--- config.mk ---
export PLATFORM = sky130hd
export DESIGN_NAME = dda_line_rasterizer_unit
export DESIGN_NICKNAME = d
export VERILOG_FILES = /design/src/hw/rtl/dda_pkg.sv /design/src/hw/rtl/dda_ctrl.sv /design/src/hw/rtl/dda_dp.sv /design/src/hw/rtl/dda_line_rasterizer_unit.sv
export VERILOG_INCLUDE_DIRS = /design/src /design/src/hw/rtl
export SDC_FILE = /design/constraint.sdc
export NUM_CORES = 1
export LEC_CHECK = 0
export BUFFER_PORTS_ARGS = -buffer_cell sky130_fd_sc_hd__clkbuf_2
export CAP_MARGIN = 10
export CORE_MARGIN = 10
export CORE_UTILIZATION = 50
export DETAILED_ROUTE_END_ITERATION = 8
export GPL_TIMING_DRIVEN = 0
export PLACE_DENSITY = 0.69
export SLEW_MARGIN = 20
export SYNTH_ARGS = -nofsm -noshare
export SYNTH_HDL_FRONTEND = slang
export SYNTH_HIERARCHICAL = 1
export SYNTH_SLANG_ARGS = --single-unit
--- constraint.sdc ---
create_clock -name clk -period 5.74 [get_ports clk]
set_input_delay 0.861 -clock clk [delete_from_list [all_inputs] [get_ports clk]]
set_output_delay 0.861 -clock clk [all_outputs]
set_load 0.005 [all_outputs]
--- src/hw/rtl/assert_macros.svh ---
// ----------------------------------------------------------------------------
// Assertion macros
// Shared concurrent assertion forms for the rasterizer RTL.
// ----------------------------------------------------------------------------
`ifndef ASSERT_MACROS_SVH
`define ASSERT_MACROS_SVH

// Same-cycle implication, disabled during reset.
`define ASSERT_IMPLY(label, clk, rst_n, ante, cons) \
    label: assert property (@(posedge clk) disable iff (!rst_n) (ante) |-> (cons)) \
        else $error("assertion failed: implication");

// Next-cycle implication, disabled during reset.
`define ASSERT_NEXT(label, clk, rst_n, ante, cons) \
    label: assert property (@(posedge clk) disable iff (!rst_n) (ante) |=> (cons)) \
        else $error("assertion failed: next-cycle implication");

`endif

--- src/hw/rtl/dda_pkg.sv ---
// ----------------------------------------------------------------------------
// dda_pkg
// Widths, controller states and control/status bundles of the DDA rasterizer.
// ----------------------------------------------------------------------------
`default_nettype none

package dda_pkg;

    localparam int COORD_BITS = 10;
    localparam int FRAC_BITS  = 16;
    // signed position: sign + integer + fraction
    localparam int POS_W      = COORD_BITS + FRAC_BITS + 1;
    // step magnitude: one integer bit + fraction
    localparam int Q_W        = FRAC_BITS + 1;
    // points still to emit
    localparam int PL_W       = COORD_BITS + 1;
    // divider iteration counter, holds FRAC_BITS down to 0
    localparam int CNT_W      = $clog2(FRAC_BITS + 1);

    typedef enum logic [0:0] {
        S_IDLE,
        S_DIV
    } state_t;

    typedef struct packed {
        logic start;     // load a new line, emit its first point
        logic advance;   // step the line, emit the next point
        logic div_step;  // run one divider iteration
    } cmd_t;

    typedef struct packed {
        logic len_zero;  // endpoints at the input are equal
        logic div_last;  // divider is on its final iteration
        logic out_full;  // output register holds an untaken result
    } status_t;

endpackage

`default_nettype wire

--- src/hw/rtl/dda_ctrl.sv ---
// ----------------------------------------------------------------------------
// dda_ctrl
// Controller: input handshake and sequencing of the step divider.
// ----------------------------------------------------------------------------
`default_nettype none

module dda_ctrl (
    input  wire logic             clk,
    input  wire logic             rst_n,
    input  wire logic             in_valid,
    output logic                  in_ready,
    input  wire logic             action,
    input  wire logic             out_ready,
    input  wire dda_pkg::status_t status,
    output dda_pkg::cmd_t         cmd
);

    dda_pkg::state_t state_reg;
    dda_pkg::state_t state_next;
    logic            accept;

    always_ff @(posedge clk or negedge rst_n)
    begin
        if (!rst_n)
        begin
            state_reg <= dda_pkg::S_IDLE;
        end
        else
        begin
            state_reg <= state_next;
        end
    end

    always_comb
    begin
        state_next   = state_reg;
        in_ready     = 1'b0;
        cmd.start    = 1'b0;
        cmd.advance  = 1'b0;
        cmd.div_step = 1'b0;
        accept       = 1'b0;
        case (state_reg)
            dda_pkg::S_IDLE:
            begin
                // take a request when the output slot is empty or frees this cycle
                in_ready    = !status.out_full || out_ready;
                accept      = in_valid && in_ready;
                cmd.start   = accept && !action;
                cmd.advance = accept && action;
                if (cmd.start && !status.len_zero)
                begin
                    state_next = dda_pkg::S_DIV;
                end
            end
            dda_pkg::S_DIV:
            begin
                cmd.div_step = 1'b1;
                if (status.div_last)
                begin
                    state_next = dda_pkg::S_IDLE;
                end
            end
            default:
            begin
                state_next = dda_pkg::S_IDLE;
            end
        endcase
    end

endmodule

`default_nettype wire

--- src/hw/rtl/dda_dp.sv ---
// ----------------------------------------------------------------------------
// dda_dp
// Datapath: positions, radix-2 step divider, point counter, output register.
// ----------------------------------------------------------------------------
`default_nettype none

module dda_dp (
    input  wire logic                           clk,
    input  wire logic                           rst_n,
    input  wire dda_pkg::cmd_t                  cmd,
    output dda_pkg::status_t                    status,
    input  wire logic [dda_pkg::COORD_BITS-1:0] start_x,
    input  wire logic [dda_pkg::COORD_BITS-1:0] start_y,
    input  wire logic [dda_pkg::COORD_BITS-1:0] end_x,
    input  wire logic [dda_pkg::COORD_BITS-1:0] end_y,
    input  wire logic                           out_ready,
    output logic                                out_valid,
    output logic [dda_pkg::COORD_BITS-1:0]      pixel_x,
    output logic [dda_pkg::COORD_BITS-1:0]      pixel_y,
    output logic                                point_valid,
    output logic                                last_point
);

    localparam int CB = dda_pkg::COORD_BITS;
    localparam int FB = dda_pkg::FRAC_BITS;
    localparam int PW = dda_pkg::POS_W;
    localparam int QW = dda_pkg::Q_W;

    // line state
    logic [PW-1:0]                pos_x_reg, pos_y_reg;
    logic [QW-1:0]                q_x_reg, q_y_reg;
    logic                         neg_x_reg, neg_y_reg;
    logic [dda_pkg::PL_W-1:0]     points_left_reg;
    logic                         line_active_reg;
    // divider
    logic [CB:0]                  rem_x_reg, rem_y_reg;
    logic [CB-1:0]                len_reg;
    logic [dda_pkg::CNT_W-1:0]    cnt_reg;
    // output slot
    logic                         out_full_reg;
    logic [CB-1:0]                px_reg, py_reg;
    logic                         pv_reg, lp_reg;

    logic                         x_neg, y_neg;
    logic [CB-1:0]                adx, ady, len;
    logic [PW-1:0]                pos_x_next, pos_y_next;
    logic                         ge_x, ge_y;
    logic [CB:0]                  sub_x, sub_y;
    logic                         is_last;
    logic                         load_out;

    // setup: magnitudes and step count of the new line
    always_comb
    begin
        x_neg = end_x < start_x;
        y_neg = end_y < start_y;
        adx   = x_neg ? (start_x - end_x) : (end_x - start_x);
        ady   = y_neg ? (start_y - end_y) : (end_y - start_y);
        len   = (adx >= ady) ? adx : ady;
    end

    // one divider iteration per lane
    always_comb
    begin
        ge_x  = rem_x_reg >= {1'b0, len_reg};
        ge_y  = rem_y_reg >= {1'b0, len_reg};
        sub_x = ge_x ? (rem_x_reg - {1'b0, len_reg}) : rem_x_reg;
        sub_y = ge_y ? (rem_y_reg - {1'b0, len_reg}) : rem_y_reg;
    end

    // advance: add or subtract the step magnitude
    always_comb
    begin
        pos_x_next = neg_x_reg ? (pos_x_reg - {{(PW-QW){1'b0}}, q_x_reg})
                               : (pos_x_reg + {{(PW-QW){1'b0}}, q_x_reg});
        pos_y_next = neg_y_reg ? (pos_y_reg - {{(PW-QW){1'b0}}, q_y_reg})
                               : (pos_y_reg + {{(PW-QW){1'b0}}, q_y_reg});
        is_last    = points_left_reg == {{(dda_pkg::PL_W-1){1'b0}}, 1'b1};
    end

    assign load_out = cmd.start || cmd.advance;

    always_ff @(posedge clk or negedge rst_n)
    begin
        if (!rst_n)
        begin
            pos_x_reg       <= '0;
            pos_y_reg       <= '0;
            q_x_reg         <= '0;
            q_y_reg         <= '0;
            neg_x_reg       <= 1'b0;
            neg_y_reg       <= 1'b0;
            points_left_reg <= '0;
            line_active_reg <= 1'b0;
            rem_x_reg       <= '0;
            rem_y_reg       <= '0;
            len_reg         <= '0;
            cnt_reg         <= '0;
            out_full_reg    <= 1'b0;
        end
        else
        begin
            if (cmd.start)
            begin
                // start position plus one half where the coordinate is not zero
                pos_x_reg       <= {1'b0, start_x, (start_x != '0), {(FB-1){1'b0}}};
                pos_y_reg       <= {1'b0, start_y, (start_y != '0), {(FB-1){1'b0}}};
                neg_x_reg       <= x_neg;
                neg_y_reg       <= y_neg;
                q_x_reg         <= '0;
                q_y_reg         <= '0;
                rem_x_reg       <= {1'b0, adx};
                rem_y_reg       <= {1'b0, ady};
                len_reg         <= len;
                cnt_reg         <= dda_pkg::CNT_W'(FB);
                points_left_reg <= {1'b0, len};
                line_active_reg <= len != '0;
            end
            else if (cmd.advance && line_active_reg)
            begin
                pos_x_reg       <= pos_x_next;
                pos_y_reg       <= pos_y_next;
                points_left_reg <= points_left_reg - dda_pkg::PL_W'(1);
                line_active_reg <= !is_last;
            end

            if (cmd.div_step)
            begin
                q_x_reg   <= {q_x_reg[QW-2:0], ge_x};
                q_y_reg   <= {q_y_reg[QW-2:0], ge_y};
                rem_x_reg <= {sub_x[CB-1:0], 1'b0};
                rem_y_reg <= {sub_y[CB-1:0], 1'b0};
                cnt_reg   <= cnt_reg - dda_pkg::CNT_W'(1);
            end

            if (load_out)
            begin
                out_full_reg <= 1'b1;
            end
            else if (out_ready)
            begin
                out_full_reg <= 1'b0;
            end
        end
    end

    // result payload
    always_ff @(posedge clk)
    begin
        if (cmd.start)
        begin
            px_reg <= start_x;
            py_reg <= start_y;
            pv_reg <= 1'b1;
            lp_reg <= len == '0;
        end
        else if (cmd.advance)
        begin
            if (line_active_reg)
            begin
                px_reg <= pos_x_next[FB +: CB];
                py_reg <= pos_y_next[FB +: CB];
                pv_reg <= 1'b1;
                lp_reg <= is_last;
            end
            else
            begin
                px_reg <= '0;
                py_reg <= '0;
                pv_reg <= 1'b0;
                lp_reg <= 1'b0;
            end
        end
    end

    always_comb
    begin
        status.len_zero = len == '0;
        status.div_last = cnt_reg == '0;
        status.out_full = out_full_reg;
    end

    assign out_valid   = out_full_reg;
    assign pixel_x     = px_reg;
    assign pixel_y     = py_reg;
    assign point_valid = pv_reg;
    assign last_point  = lp_reg;

endmodule

`default_nettype wire

--- src/hw/rtl/dda_line_rasterizer_unit.sv ---
// A result is registered and shows in the cycle after its request is accepted.
// Throughput: next-point requests go one per cycle while the result side takes each point (one accumulate per point).
// A start with distinct endpoints blocks input while the restoring divider finds both
// step increments one quotient bit per cycle.
// Reset: asynchronous, active low; the block comes up idle with no line active and
// the output slot empty.
// ----------------------------------------------------------------------------
// dda_line_rasterizer_unit
// DDA line rasterizer: one point per next request, endpoints included.
// ----------------------------------------------------------------------------
`default_nettype none
`include "assert_macros.svh"

module dda_line_rasterizer_unit (
    input  wire logic                           clk,
    input  wire logic                           rst_n,
    // request channel
    input  wire logic                           in_valid,
    output logic                                in_ready,
    input  wire logic                           action,
    input  wire logic [dda_pkg::COORD_BITS-1:0] start_x,
    input  wire logic [dda_pkg::COORD_BITS-1:0] start_y,
    input  wire logic [dda_pkg::COORD_BITS-1:0] end_x,
    input  wire logic [dda_pkg::COORD_BITS-1:0] end_y,
    // result channel
    output logic                                out_valid,
    input  wire logic                           out_ready,
    output logic [dda_pkg::COORD_BITS-1:0]      pixel_x,
    output logic [dda_pkg::COORD_BITS-1:0]      pixel_y,
    output logic                                point_valid,
    output logic                                last_point
);

    dda_pkg::cmd_t    cmd;
    dda_pkg::status_t status;

    // Controller: hold input off while the divider runs, and while the
    // output slot is full and not being drained.
    dda_ctrl u_ctrl (
        .clk       (clk),
        .rst_n     (rst_n),
        .in_valid  (in_valid),
        .in_ready  (in_ready),
        .action    (action),
        .out_ready (out_ready),
        .status    (status),
        .cmd       (cmd)
    );

    // Datapath: the first point of a line is the start coordinate itself, so
    // it is emitted at once; the increments are ready before the next request
    // can be taken. Each next request adds the signed step and truncates.
    dda_dp u_dp (
        .clk         (clk),
        .rst_n       (rst_n),
        .cmd         (cmd),
        .status      (status),
        .start_x     (start_x),
        .start_y     (start_y),
        .end_x       (end_x),
        .end_y       (end_y),
        .out_ready   (out_ready),
        .out_valid   (out_valid),
        .pixel_x     (pixel_x),
        .pixel_y     (pixel_y),
        .point_valid (point_valid),
        .last_point  (last_point)
    );

    // a request is taken only when its result has a free slot
    `ASSERT_IMPLY(a_no_overrun, clk, rst_n, in_valid && in_ready, !out_valid || out_ready)
    // a start with distinct endpoints holds input off for the division
    `ASSERT_NEXT(a_div_blocks, clk, rst_n,
                 in_valid && in_ready && !action && ((start_x != end_x) || (start_y != end_y)),
                 !in_ready)
    // the last-point flag only rides on an emitted point
    `ASSERT_IMPLY(a_last_has_point, clk, rst_n, out_valid && last_point, point_valid)

endmodule

`default_nettype wire

# [After elaboration in Yosys (flattened, before gate mapping)]
# Index checks and enable logic that the tools add are counted.
[word_totals] input_bits=45 word_cells=99 out_inout_bits=24 register_bits=163
[classes] n_lt_le_gt_ge=5 n_eq_ne=1 reduce_logical=20 add_sub_neg=12 bitwise_logic=1 n_mux=42
[ops] cell="two-way mux 27 bit" n=6
[ops] cell="two-way mux 10 bit" n=11
[ops] cell="two-way mux 11 bit" n=6
[ops] cell="subtractor 10 bit" n=6
[ops] cell="adder 27 x 17 -> 27 bit" n=2
[ops] cell="subtractor 27 x 17 -> 27 bit" n=2
[ops] cell="two-way mux 17 bit" n=3
[ops] cell="nonzero test 10 bit" n=3
[ops] cell=">= comparator 11 x 10 -> 1 bit" n=2
[ops] cell="< comparator 10 bit" n=2
[ops] cell="two-way mux 1 bit" n=12
[ops] cell="equality test 11 x 1 -> 1 bit, second input constant" n=1
[ops] cell="subtractor 11 x 1 -> 11 bit, second input constant" n=1
[ops] cell=">= comparator 10 bit" n=1
[ops] cell="logical NOT 10 bit" n=1
[ops] cell="two-way mux 5 bit" n=2
[ops] cell="nonzero test 2 bit" n=4
[ops] cell="logical AND 1 bit" n=5
[ops] cell="logical NOT 5 bit" n=1
[ops] cell="subtractor 5 x 1 -> 5 bit, second input constant" n=1
[ops] cell="logical NOT 1 bit" n=4
[ops] cell="logical OR 1 bit" n=2
[ops] cell="two-way mux 2 bit" n=1
[ops] cell="one-hot mux 1 bit (2 select lines)" n=1
[ops] cell="inverter 1 bit" n=1

# [Logic depth before layout (Yosys ltp)]
[depth] ltp_word=9 mapped_depth=24 ltp_nobuf=22

# [Hierarchy]
# Netlist, hierarchy kept.
[modules_own_cells] module="dda_dp" area_per_inst_um2=13063.8 seq_area_each_um2=4103.9 cells_each=1560 instances=1
[modules_own_cells] module="dda_ctrl" area_per_inst_um2=92.6 seq_area_each_um2=25.0 cells_each=9 instances=1

# [Worst setup path after synthesis]
# Ideal clock, no wire load.
[synth_timing] path_type="input port to flip-flop" from="input port end_y[0] (netlist name)" to="register u_ctrl.state_reg" slack_ns=0.879 n_path_buf=1 path_stages=22 arrival_time_ns=4.733 setup_ns=0.128 path_cell_list="inv_1 -> ha_1 -> inv_1 -> fa_1 -> a21o_1 -> a221oi_2 -> o21bai_2 -> o22ai_4 -> mux2i_1 -> xor2_1 -> inv_1 -> ha_1 -> nand4_1 -> o211a_1 -> o21ai_0 -> buf_6 -> and2_1 -> nand4b_1 -> o41ai_2 -> nand3_1 -> nor3_1 -> o41ai_2"
[synth_rtl] element="start, declared" line="dda_line_rasterizer_unit.sv:24" rtl="input wire logic [dda_pkg::COORD_BITS-1:0] end_y,"
[synth_rtl] element="end signal, assigned" line="dda_ctrl.sv:26" rtl="state_reg <= dda_pkg::S_IDLE;"
[synth_rtl] element="end signal, assigned" line="dda_ctrl.sv:30" rtl="state_reg <= state_next;"
[synth_rtl] element="end, declared" line="dda_ctrl.sv:18" rtl="dda_pkg::state_t state_reg;"

==> impl_metrics.yaml <==
synth:
  syn_avg_cell_area_um2: 8.39
  yosys_warnings: 6
  synth_nets: 1746
  synth_edf_count: 21
  ys.flop_type: "dfrtp_1"
  synth_seq_cells: 161
  netlist.top_cell.by_area: "dfrtp_1"
  yosysMostFrequentCell: "nand2_1"
  synth_area_leaders: "dfrtp_1, ha_1, nand2_1"
  yosys-top-cells-count: "nand2_1, dfrtp_1, nor2_1"
  async_flop_share_pct: 86.3
  synth_cells: 1569
  synthDistinctLibCells: 76
  post_synth_instance_area_um2: 13200
  synth_top_area_share_pct: 26.4
  seq_area_frac_synth_pct: 31.4
die:
  core_area_um2: 26000
  die_w_um: 182
  initial_core_util_pct: 50.6
  die_area_um2: 33200
  io_pins: 69
  die_y_um: 182
  rows: 59
clock_tree:
  clk_path_buf_depth: 2
  clk_latency_ps: 440
  cts_root_buf: "clkbuf_16"
  cts-htree-levels: 4
  clk_pin_slew_ps: 70
  clock_sinks: 161
  cts_made_buffers: 17
  ctsHoldBuffers: 0
  cts_tree: "built"
place:
  place_ws_ps: -522
  place_area_um2: 14000
  dp_hpwl_um: 30900
  port_buffers: 68
  gp_congestion: 0.973
power:
  leakage_nw: 6.75
  finalPower_mw: 10.4
  powerDensity_nw_per_um2: 712
  ir_worst_vdd_mv: 0.403
layout:
  final_area_um2: 14700
  drive_gt1_share_pct: 9.04
  antennaDiodeCount: 0
  area_growth_pct: 11.4
  fin_util_pct: 56.4
  final_net_count: 1834
  fill_cells: 2400
global_routing:
  antenna_found_initial: 0
  grt_max_degree: 74
  first_global_vias: 11900
  overflow: 0
  grt_pass1_wl_um: 65100
  grt_usage_pct: 24.2
sta:
  finalHoldViolations: 0
  rsz0062_at_grt: "false"
  worst_slack_ps: 233
  slew_viol_final: 0
  finalCritPeriodShare_pct: 95.9
  fmax_mhz: 182
  max_slew_margin_pct: 27.3
  worst_pin_slew_ps: 1090
  fin_worst_skew_ps: 13.7
  fin_crit_ps: 5510
  setup_violations: 0
min_path:
  hold_path_class: "in2async"
detailed_routing:
  vias: 12200
  drc_errors: 0
  ant_nets: 0
  viasPerCell: 6.06
  first_iter_violations: 1138
  wl_um: 40800
  wl_per_cell_um: 20.3
  firstDrtPassIters: 6
flow_run:
  drv_cap: 0
worst_setup_path:
  worstPathMaxFanout: 10
  slowest_delay_ps: 470
  endpoint_kind: "flop"
  critical-path-top-delay-family: "compound AO/OA/AOI/OAI gates"
  path_buf_inv: 4
  cp_slowest_cell: "fa_1"
  cp-start-kind: "input port"
  crit_chain: "clkbuf_2 -> inv_1 -> fa_1 -> a21o_1 -> a221oi_2 -> o21bai_2 -> o22ai_4 -> mux2i_1 -> xor2_1 -> inv_1 -> ha_1 -> nand4_1 -> o211a_1 -> o21ai_0 -> buf_6 -> and2_1 -> nand4b_1 -> o41ai_2 -> nand3_1 -> nor3_4 -> o41ai_2"
  crit_arrival_ps: 5820
  required_ps: 6050
  path_class: "in2reg"
status:
  status: "finished, final reports clean"
==> per-stage QoR <==
stage | hold WS (ps) | TNS, ps | std cells
floorplan | 462 | 0 | 1569
finish | 424 | 0 | 2005
CTS | 455 | 0 | 2005
global route | 463 | 0 | 2005
global placement | 464 | -500 | 1972
detailed placement | 466 | -610 | 1973
==> worst register-to-register path, stage by stage, from the launching register on <==
cell	delay (ps)
dfrtp_1	440
or3_1	450
nor4b_2	790
a21oi_1	190
xnor2_1	190
ha_1	340
and3_1	240
a211oi_1	80
o21ai_0	210
nor3b_1	200
o21ai_0	220
a211oi_1	470
nor4b_1	110
a311oi_1	400
o22ai_1	170
==> layout by cell type (no fill, tap or decap), drive strengths merged, types with 14 or more instances in the layout <==
cell type  netlist  layout
a211oi          33      33
a21boi          14      14
a21o            41      41
a21oi          124     124
buf             16      17
clkbuf          56     145
dfrtp          139     139
edfxtp          21      21
ha             124     124
inv            114     120
mux2i           37      37
nand2          173     173
nand2b          18      18
nand3           29      29
nor2           126     126
nor2b           20      20
nor3            39      39
o211ai          19      19
o21a            15      15
o21ai          113     113
o31ai           23      23
xnor2           72      72
xor2            28      28
==> cell families after synthesis <==
family          after synthesis  share of synthesized area, %
fa+ha+maj                   132                          13.0
buf+inv                     186                          5.47
flops                       161                          31.4
simple gates                480                          17.0
xor+xnor                    100                          6.66
compound gates              463                          22.8
mux                          47                          3.67
==> per-layer routing <==
metal / vias to the layer above / wire length [um] / track usage, %
li1: 5720 / - / -
met1: 5896 / 18200 / 32.0
met2: 478 / 18700 / 39.3
met3: 60 / 2830 / 3.96
met4: 0 / 1070 / 8.20
met5: - / 0 / 0
==> repair_timing <==
action                     4_1_cts  5_1_grt
gates resized for setup          2        4
setup endpoints to repair        1        2
pin swaps                        0        1
buffers inserted                 0        0
==> area by class of cell <==
class                           instances  area, um^2  area share, %
Multi-Input combinational cell       1222        8350           56.9
Sequential cell                       161        4130           28.2
Clock buffer                           21         514           3.51
Inverter                              114         428           2.92
Tap cell                              335         419           2.86
Timing Repair Buffer                   69         377           2.57
Buffer                                 72         292           1.99
Clock inverter                         11         156           1.07
==> power by group <==
group          switching [mW]  total [mW]  internal (mW)
clock                   0.517        1.30          0.785
sequential              0.447        2.24           1.79
combinational            4.02        6.90           2.88
total                    4.99        10.4           5.46
==> final timing paths <==
kind                       depth (start not counted)                     startpoint  slack, ps                       endpoint
min in group clk                                   2  u_dp/point_valid$_SDFFE_PP1P_        480  u_dp/point_valid$_SDFFE_PP1P_
max in group asynchronous                          2                          rst_n       4510    u_dp/len_reg[5]$_DFFE_PN0P_
min reg2reg                                        2  u_dp/point_valid$_SDFFE_PP1P_        480  u_dp/point_valid$_SDFFE_PP1P_
min                                                1                          rst_n        420  u_dp/pos_x_reg[5]$_DFFE_PN0P_
max                                               21                     start_y[1]        230     u_ctrl/state_reg$_DFF_PN0_
max reg2reg                                       14    u_dp/q_x_reg[4]$_DFFE_PN0P_        940      u_dp/pixel_x[9]$_DFFE_PP_
No activity file was read; power rests on OpenSTA's default activity.
